### src/hdl/clfd_pkg.sv
// ----------------------------------------------------------------------------
// clfd_pkg
// Types, constants and the CRC-16/MODBUS byte update for the log frame
// deframer.
// ----------------------------------------------------------------------------
`default_nettype none

package clfd_pkg;

  localparam logic [15:0] CRC_INIT = 16'hFFFF;
  localparam logic [15:0] CRC_POLY = 16'hA001;

  localparam logic [8:0] HDR_BYTES      = 9'd10;
  localparam logic [9:0] OVERHEAD_BYTES = 10'd12;
  localparam logic [8:0] POS_MAX        = 9'd511;

  localparam logic [1:0] STATUS_OK      = 2'd0;
  localparam logic [1:0] STATUS_INVALID = 2'd1;
  localparam logic [1:0] STATUS_CRC_ERR = 2'd2;

  localparam logic KIND_PAYLOAD = 1'b0;
  localparam logic KIND_STATUS  = 1'b1;

  localparam logic [2:0] REG_SYNC0   = 3'd0;
  localparam logic [2:0] REG_SYNC1   = 3'd1;
  localparam logic [2:0] REG_VERSION = 3'd2;
  localparam logic [2:0] REG_MAX_SRC = 3'd3;
  localparam logic [2:0] REG_MAX_LVL = 3'd4;
  localparam logic [2:0] REG_MAX_LEN = 3'd5;

  localparam int unsigned DATA_W = 72;

  // fields from the lowest bit up: payload, status, source, level,
  // timestamp, length, zero padding
  typedef struct packed {
    logic [5:0]  pad;
    logic [7:0]  length;
    logic [31:0] timestamp;
    logic [7:0]  level;
    logic [7:0]  source;
    logic [1:0]  status;
    logic [7:0]  payload;
  } out_data_t;

  typedef struct packed {
    logic      kind;
    out_data_t data;
  } result_t;

  function automatic logic [15:0] crc_step(input logic [15:0] crc_in,
                                           input logic [7:0]  data_in);
    logic [15:0] c;
    c = crc_in ^ {8'h00, data_in};
    for (int k = 0; k < 8; k++) begin
      c = c[0] ? ((c >> 1) ^ CRC_POLY) : (c >> 1);
    end
    return c;
  endfunction

endpackage

`default_nettype wire

### src/hdl/crc16_log_frame_deframer_top.sv
// ----------------------------------------------------------------------------
// crc16_log_frame_deframer_top
// Log frame deframer: header checks, CRC-16/MODBUS check, payload forwarding.
//
// Usage:
//   in_*  : one frame byte per transfer in in_tdata, in_tlast on the final byte.
//   out_* : out_tuser 0 = payload byte, 1 = end-of-frame status with the
//           decoded header fields in out_tdata.
//   cfg_* : APB register port, six 8-bit registers at byte addresses 0..20.
// Each byte is decoded in the cycle it is accepted; its result, if any, is
// registered on out_* or, while out_* is held, in the skid register. One byte
// per cycle is taken while in_tready is high. The CRC byte update is a single
// combinational stage. A two-entry output (result register plus skid register)
// decouples the sides; in_tready drops only when both entries hold undelivered
// results, and bytes keep flowing while an entry is free.
// Reset clears frame state, empties the output and loads register defaults.
// Write the registers only between frames; the block itself does not enforce this.
// ----------------------------------------------------------------------------
`default_nettype none

module crc16_log_frame_deframer_top (
  input  wire                         clk,
  input  wire                         rst_n,
  input  wire                         in_tvalid,
  output logic                        in_tready,
  input  wire  [7:0]                  in_tdata,   // byte_value
  input  wire                         in_tlast,   // last_byte
  output logic                        out_tvalid,
  input  wire                         out_tready,
  // [7:0] payload_byte, [9:8] frame_status, [17:10] frame_source,
  // [25:18] frame_level, [57:26] frame_timestamp, [65:58] frame_payload_length,
  // [71:66] zero
  output logic [clfd_pkg::DATA_W-1:0] out_tdata,
  output logic                        out_tuser,  // result_kind
  input  wire                         cfg_psel,
  input  wire                         cfg_penable,
  input  wire                         cfg_pwrite,
  input  wire  [4:0]                  cfg_paddr,
  input  wire  [31:0]                 cfg_pwdata,
  output logic [31:0]                 cfg_prdata,
  output logic                        cfg_pready
);

  import clfd_pkg::*;

  // configuration
  logic [7:0] sync0_r, sync1_r, version_r, max_src_r, max_lvl_r, max_len_r;
  logic       cfg_wr;
  logic [2:0] cfg_idx;

  assign cfg_pready = 1'b1;
  assign cfg_idx    = cfg_paddr[4:2];
  assign cfg_wr     = cfg_psel & cfg_penable & cfg_pwrite & cfg_pready;

  always_ff @(posedge clk) begin
    if (!rst_n) begin
      sync0_r   <= 8'd170;
      sync1_r   <= 8'd85;
      version_r <= 8'd1;
      max_src_r <= 8'd3;
      max_lvl_r <= 8'd3;
      max_len_r <= 8'd128;
    end else if (cfg_wr) begin
      unique case (cfg_idx)
        REG_SYNC0:   sync0_r   <= cfg_pwdata[7:0];
        REG_SYNC1:   sync1_r   <= cfg_pwdata[7:0];
        REG_VERSION: version_r <= cfg_pwdata[7:0];
        REG_MAX_SRC: max_src_r <= cfg_pwdata[7:0];
        REG_MAX_LVL: max_lvl_r <= cfg_pwdata[7:0];
        REG_MAX_LEN: max_len_r <= cfg_pwdata[7:0];
        default: ;
      endcase
    end
  end

  always_comb begin
    unique case (cfg_idx)
      REG_SYNC0:   cfg_prdata = {24'd0, sync0_r};
      REG_SYNC1:   cfg_prdata = {24'd0, sync1_r};
      REG_VERSION: cfg_prdata = {24'd0, version_r};
      REG_MAX_SRC: cfg_prdata = {24'd0, max_src_r};
      REG_MAX_LVL: cfg_prdata = {24'd0, max_lvl_r};
      REG_MAX_LEN: cfg_prdata = {24'd0, max_len_r};
      default:     cfg_prdata = 32'd0;
    endcase
  end

  // frame state
  logic [8:0]  pos_r,   pos_nxt;
  logic [15:0] crc_r,   crc_nxt;
  logic [7:0]  src_r,   src_nxt;
  logic [7:0]  lvl_r,   lvl_nxt;
  logic [31:0] ts_r,    ts_nxt;
  logic [7:0]  len_r,   len_nxt;
  logic [15:0] rcrc_r,  rcrc_nxt;
  logic        fault_r, fault_nxt;

  logic        in_acc;
  logic [8:0]  pay_end;
  logic [9:0]  flen;
  logic        is_payload;
  logic        has_result;
  logic [1:0]  status;
  result_t     res;

  assign in_acc  = in_tvalid & in_tready;
  assign pay_end = HDR_BYTES + {1'b0, len_r};
  assign flen    = {1'b0, pos_r} + 10'd1;

  always_comb begin
    pos_nxt    = pos_r;
    crc_nxt    = crc_r;
    src_nxt    = src_r;
    lvl_nxt    = lvl_r;
    ts_nxt     = ts_r;
    len_nxt    = len_r;
    rcrc_nxt   = rcrc_r;
    fault_nxt  = fault_r;
    is_payload = 1'b0;

    priority if (pos_r == 9'd0) begin
      if (in_tdata != sync0_r) fault_nxt = 1'b1;
    end else if (pos_r == 9'd1) begin
      if (in_tdata != sync1_r) fault_nxt = 1'b1;
    end else if (pos_r < HDR_BYTES) begin
      crc_nxt = crc_step(crc_r, in_tdata);
      unique case (pos_r[3:0])
        4'd2: if (in_tdata != version_r) fault_nxt = 1'b1;
        4'd3: begin
          src_nxt = in_tdata;
          if (in_tdata > max_src_r) fault_nxt = 1'b1;
        end
        4'd4: begin
          lvl_nxt = in_tdata;
          if (in_tdata > max_lvl_r) fault_nxt = 1'b1;
        end
        4'd5: ts_nxt[7:0]   = in_tdata;
        4'd6: ts_nxt[15:8]  = in_tdata;
        4'd7: ts_nxt[23:16] = in_tdata;
        4'd8: ts_nxt[31:24] = in_tdata;
        4'd9: begin
          len_nxt = in_tdata;
          if (in_tdata > max_len_r) fault_nxt = 1'b1;
        end
        default: ;
      endcase
    end else if (pos_r < pay_end) begin
      crc_nxt    = crc_step(crc_r, in_tdata);
      is_payload = 1'b1;
    end else if (pos_r == pay_end) begin
      rcrc_nxt[7:0] = in_tdata;
    end else if (pos_r == pay_end + 9'd1) begin
      rcrc_nxt[15:8] = in_tdata;
    end

    if (pos_r != POS_MAX) pos_nxt = pos_r + 9'd1;

    priority if (fault_nxt || (flen < OVERHEAD_BYTES) ||
                 (flen != OVERHEAD_BYTES + {2'b00, len_nxt})) begin
      status = STATUS_INVALID;
    end else if (rcrc_nxt != crc_nxt) begin
      status = STATUS_CRC_ERR;
    end else begin
      status = STATUS_OK;
    end

    res            = '0;
    has_result     = in_tlast | is_payload;
    if (in_tlast) begin
      res.kind           = KIND_STATUS;
      res.data.status    = status;
      res.data.source    = src_nxt;
      res.data.level     = lvl_nxt;
      res.data.timestamp = ts_nxt;
      res.data.length    = len_nxt;
    end else begin
      res.kind         = KIND_PAYLOAD;
      res.data.payload = in_tdata;
    end
  end

  always_ff @(posedge clk) begin
    if (!rst_n) begin
      pos_r   <= 9'd0;
      crc_r   <= CRC_INIT;
      src_r   <= 8'd0;
      lvl_r   <= 8'd0;
      ts_r    <= 32'd0;
      len_r   <= 8'd0;
      rcrc_r  <= 16'd0;
      fault_r <= 1'b0;
    end else if (in_acc) begin
      if (in_tlast) begin
        pos_r   <= 9'd0;
        crc_r   <= CRC_INIT;
        src_r   <= 8'd0;
        lvl_r   <= 8'd0;
        ts_r    <= 32'd0;
        len_r   <= 8'd0;
        rcrc_r  <= 16'd0;
        fault_r <= 1'b0;
      end else begin
        pos_r   <= pos_nxt;
        crc_r   <= crc_nxt;
        src_r   <= src_nxt;
        lvl_r   <= lvl_nxt;
        ts_r    <= ts_nxt;
        len_r   <= len_nxt;
        rcrc_r  <= rcrc_nxt;
        fault_r <= fault_nxt;
      end
    end
  end

  // result register and skid register
  logic    out_vld_r, skid_vld_r;
  result_t out_r, skid_r;
  logic    push, pop;

  assign in_tready  = ~skid_vld_r;
  assign push       = in_acc & has_result;
  assign pop        = out_vld_r & out_tready;
  assign out_tvalid = out_vld_r;
  assign out_tdata  = out_r.data;
  assign out_tuser  = out_r.kind;

  always_ff @(posedge clk) begin
    if (!rst_n) begin
      out_vld_r  <= 1'b0;
      skid_vld_r <= 1'b0;
    end else if (skid_vld_r) begin
      if (pop) begin
        skid_vld_r <= 1'b0;
      end
    end else if (push) begin
      if (!out_vld_r || pop) begin
        out_vld_r <= 1'b1;
      end else begin
        skid_vld_r <= 1'b1;
      end
    end else if (pop) begin
      out_vld_r <= 1'b0;
    end
  end

  always_ff @(posedge clk) begin
    if (skid_vld_r) begin
      if (pop) out_r <= skid_r;
    end else if (push) begin
      if (!out_vld_r || pop) begin
        out_r <= res;
      end else begin
        skid_r <= res;
      end
    end
  end

  // checks
  a_skid_needs_out: assert property (@(posedge clk) disable iff (!rst_n)
    skid_vld_r |-> out_vld_r)
    else $error("skid entry held while result register empty");

  a_pos_advance: assert property (@(posedge clk) disable iff (!rst_n)
    (in_acc && !in_tlast && pos_r != POS_MAX) |=> (pos_r == $past(pos_r) + 9'd1))
    else $error("byte position did not advance");

  a_frame_restart: assert property (@(posedge clk) disable iff (!rst_n)
    (in_acc && in_tlast) |=> (pos_r == 9'd0 && crc_r == CRC_INIT && !fault_r))
    else $error("frame state not cleared after last byte");

  a_payload_clean: assert property (@(posedge clk) disable iff (!rst_n)
    (out_vld_r && out_r.kind == KIND_PAYLOAD) |->
      (out_r.data.status == STATUS_OK && out_r.data.length == 8'd0))
    else $error("payload result carries status fields");

endmodule

`default_nettype wire

### config.mk
export PLATFORM = sky130hd
export DESIGN_NAME = crc16_log_frame_deframer_top
export DESIGN_NICKNAME = d
export VERILOG_FILES = /design/src/hdl/clfd_pkg.sv /design/src/hdl/crc16_log_frame_deframer_top.sv
export SDC_FILE = /design/constraint.sdc
export NUM_CORES = 1
export LEC_CHECK = 0
export BUFFER_PORTS_ARGS = -buffer_cell sky130_fd_sc_hd__buf_4
export CAP_MARGIN = 10
export CORE_MARGIN = 2
export CORE_UTILIZATION = 56
export CTS_BUF_LIST = sky130_fd_sc_hd__clkbuf_8
export DETAILED_ROUTE_END_ITERATION = 8
export PLACE_DENSITY_LB_ADDON = 0.05
export SLEW_MARGIN = 20
export SYNTH_ARGS = -nofsm -noshare
export SYNTH_HDL_FRONTEND = slang
export SYNTH_SLANG_ARGS = --single-unit
### constraint.sdc
create_clock -name clk -period 5.9 [get_ports clk]
set_clock_uncertainty 0.1 [all_clocks]
set_input_delay 0.295 -clock clk [delete_from_list [all_inputs] [get_ports clk]]
set_output_delay 0.295 -clock clk [all_outputs]
set_load 0.03 [all_outputs]
==> impl_metrics.csv <==
group,metric,value,unit
setup_path,worstPathArrival,5.14,ns
timing,rsz0062_at_grt,"false",
setup_path,endpoint_kind,"flop",
floorplan,die_width,170,um
power_and_ir_drop,leakage,6.51,nW
cts,cts_made_buffers,46,
cts,path_clk_slew,0.06,ns
timing,drv_slew,0,
cts,cts_setup_buffers,0,
logic_synthesis,async_flop_share,0,%
grt,grt_pass1_wl,58.9,mm
setup_path,path_cells,"ha_1, o2111ai_2, xor2_2, ha_1, o21a_1, a21oi_2, nand3_1, a21oi_4, mux2i_1, xor2_1, nor4_1, nand4_1, nor4b_2, o31ai_1",
cts,cts_root_buf,"clkbuf_8",
timing,min_period_over_period,83.7,%
logic_synthesis,synthesis.area,15300,um^2
drt,drt.antenna.violating_nets,0,
setup_path,required,6.10,ns
place,port_buffers,103,
logic_synthesis,synth-edff-count,134,
place,place_area,16100,um^2
grt,grt_max_degree,124,
floorplan,core,27000,um^2
min_path,hold_class,"in -> reg",
setup_path,cp_num_buf_inv,0,
setup_path,max_stage_delay,0.58,ns
logic_synthesis,synth_cells,1470,
finish,stdcell_area,17200,um^2
floorplan,rows,60,
floorplan,num_io_pins,161,
timing,fmax,202,MHz
timing,relSlewSlack,21.8,%
drt,via_per_inst,5.78,
floorplan,die_y,170,um
floorplan,die-area,28700,um^2
finish,antenna_cells,0,
logic_synthesis,ys_warn_count,0,
finish,area_growth,12.2,%
floorplan,initial_utilization,56.9,%
setup_path,cp_common_cell,"ha_1",
timing,final-setup-viol-count,0,
drt,drcViolationCount,0,
finish,final_nets,1646,
timing,final_hold_viol_count,0,
logic_synthesis,seq_area_frac_synth,45.5,%
cts,ctsLongestPathBuffers,3,
setup_path,path_class,"reg -> reg",
drt,wl,37.3,mm
grt,overflow,0,
logic_synthesis,avgSynthCellArea,10.4,um^2
setup_path,cp_max_fo,17,
power_and_ir_drop,ir_drop,0.189,mV
setup_path,critical-path-slowest-cell,"dfxtp_1",
power_and_ir_drop,power,4.24,mW
timing,layout_setup_ws,0.959,ns
job,cap_viol_max_count,0,
finish,drive_gt1_share,17.7,%
timing,worst_slew_pin_slew,1.17,ns
grt,grt_pass1_vias,10664,
grt,grt_antenna_before_repair,0,
logic_synthesis,synthFlopType,"dfxtp_1",
timing,period_needed,4.94,ns
cts,cts_tree,"yes",
logic_synthesis,ys_ff_latch,282,
logic_synthesis,yosysUniqueCellTypes,73,
power_and_ir_drop,p_per_area,246,nW/um^2
cts,hold_buffers,13,
place,dpl.hpwl,24.1,mm
cts,clk_latency,0.57,ns
grt,grtUsageTotal,25.9,%
cts,h-tree-depth,2,
setup_path,critPathLaunchType,"flop",
drt,post_drt_wl_per_cell,19.4,um
status,status,"finished, final reports clean",
cts,clock_sinks,282,
place,gp_congestion,0.907,
drt,drtIter0Drc,917,
drt,first_pass_iters,5,
place,dp_slack,0.992,ns
setup_path,critPathTopFamily,"compound AO/OA/AOI/OAI gates",
drt,vias,11124,
timing,fin_tns_setup,0,ns
cts,ctsResizeCount,0,
-- logic make-up (layout without fill, tap and decap cells) --
| family | Yosys count | in the layout | share of synthesized area [%] |
|---|---|---|---|
| multiplexers | 183 | 183 | 12.8 |
| AO/OA/AOI/OAI | 260 | 260 | 11.7 |
| flip-flops | 282 | 282 | 45.5 |
| AND/OR/NAND/NOR | 441 | 441 | 15.6 |
| other | 2 | 31 | 0.0490 |
| XOR/XNOR | 90 | 90 | 5.70 |
| adder cells (fa/ha/maj) | 42 | 42 | 3.43 |
| buffers and inverters | 170 | 255 | 5.13 |
-- state kept, by name (all words and copies together) (netlist names), 9 cells and up --
name and flops:
skid_r 67, out_tdata 66, ts_r 32, crc_r 16, rcrc_r 16, pos_r 9
-- cells in the mapped netlist (all sizes together) (34+ instances only) --
cell type	instances	area, um^2
o21ai	45	225
buf	55	355
nor2	52	195
dfxtp	148	2960
clkbuf	70	263
edfxtp	134	4020
a21oi	36	199
inv	43	161
nor2b	171	1070
a22oi	76	571
ha	42	526
xor2	34	320
nand3	38	190
nand2	89	334
mux2i	109	1090
mux2	71	800
xnor2	52	463
-- worst reg2reg max path: cells and delay by family (launching register included) --
kind                       cells  cell delay (ns)
AOI/OAI and AO/OA              5             1.30
and+or+nand+nor                4             1.22
adders and majority gates      2             0.79
DFF                            1             0.58
xor gates and xnor gates       2             0.44
muxes                          1             0.29
-- where the power goes --
part / leakage [nW] / total (mW) / switching [mW] / internal [mW]
Combinational: 3.49 / 0.426 / 0.279 / 0.148
Clock: 0.520 / 1.73 / 0.791 / 0.939
Sequential: 2.50 / 2.08 / 0.0131 / 2.07
Total: 6.51 / 4.24 / 1.08 / 3.16
-- layout by cell type (no fill, tap or decap), types with 5 or more instances in the layout --
master | netlist | final
xor2_1 | 31 | 31
nor2b_1 | 171 | 169
edfxtp_1 | 134 | 134
mux2i_1 | 109 | 109
nor3_1 | 17 | 17
or2_2 | 5 | 5
and3_1 | 9 | 9
nand2b_1 | 7 | 7
o21ai_0 | 36 | 36
o22ai_1 | 18 | 18
nand3_1 | 38 | 38
o211ai_1 | 7 | 7
nand2_1 | 89 | 89
nor2_1 | 52 | 52
o21a_1 | 8 | 8
xnor2_1 | 51 | 51
and2_1 | 13 | 12
conb_1 | 2 | 31
clkinv_1 | 2 | 10
a22oi_1 | 76 | 76
dfxtp_1 | 148 | 148
ha_1 | 42 | 42
clkbuf_8 | 0 | 52
a21oi_1 | 33 | 32
dlygate4sd3_1 | 0 | 13
nand4_1 | 16 | 16
inv_1 | 43 | 54
o21ai_1 | 9 | 9
a21o_1 | 7 | 7
a21boi_0 | 14 | 14
mux2_2 | 71 | 71
nor4_1 | 7 | 6
clkinv_2 | 0 | 5
buf_4 | 34 | 116
a211oi_1 | 9 | 9
-- metrics by stage --
| stage | util, % | hold WS [ns] | std cells |
|---|---|---|---|
| 4_1_cts | 63.8 | 0.144 | 1925 |
| 3_3_place_gp | 59.9 | 0.383 | 1831 |
| 2_1_floorplan | - | 0.294 | 1499 |
| 5_1_grt | 63.8 | 0.209 | 1925 |
| 6_report | 63.8 | 0.168 | 1925 |
| 3_5_place_dp | 59.9 | 0.390 | 1831 |
-- area by class of cell --
type	instances	area (um^2)
Fill cell	2198	9750
Multi-Input combinational cell	1047	7700
Sequential cell	282	6990
Timing Repair Buffer	129	1000
Clock buffer	52	716
Tap cell	341	427
Clock inverter	29	206
Inverter	45	169
-- routing by layer --
layer | wire, um | GRT usage [%] | vias to the layer above
li1 | - | - | 5367
met1 | 17500 | 36.7 | 5331
met2 | 16900 | 40.9 | 357
met3 | 2060 | 4.31 | 69
met4 | 842 | 7.92 | 0
met5 | 0 | 0 | -
-- worst paths after layout --
kind	end	slack, ns	startpoint	depth (start not counted)
worst max-delay path	out_tdata[9]	0.96	len_r[1]	14
worst max register to register	out_tdata[9]	0.96	len_r[1]	14
worst min register to register	sync0_r[2]	0.39	sync0_r[2]	2
worst min-delay path	out_tvalid	0.17	in_tlast	4
No activity file was read; power rests on OpenSTA's default activity.
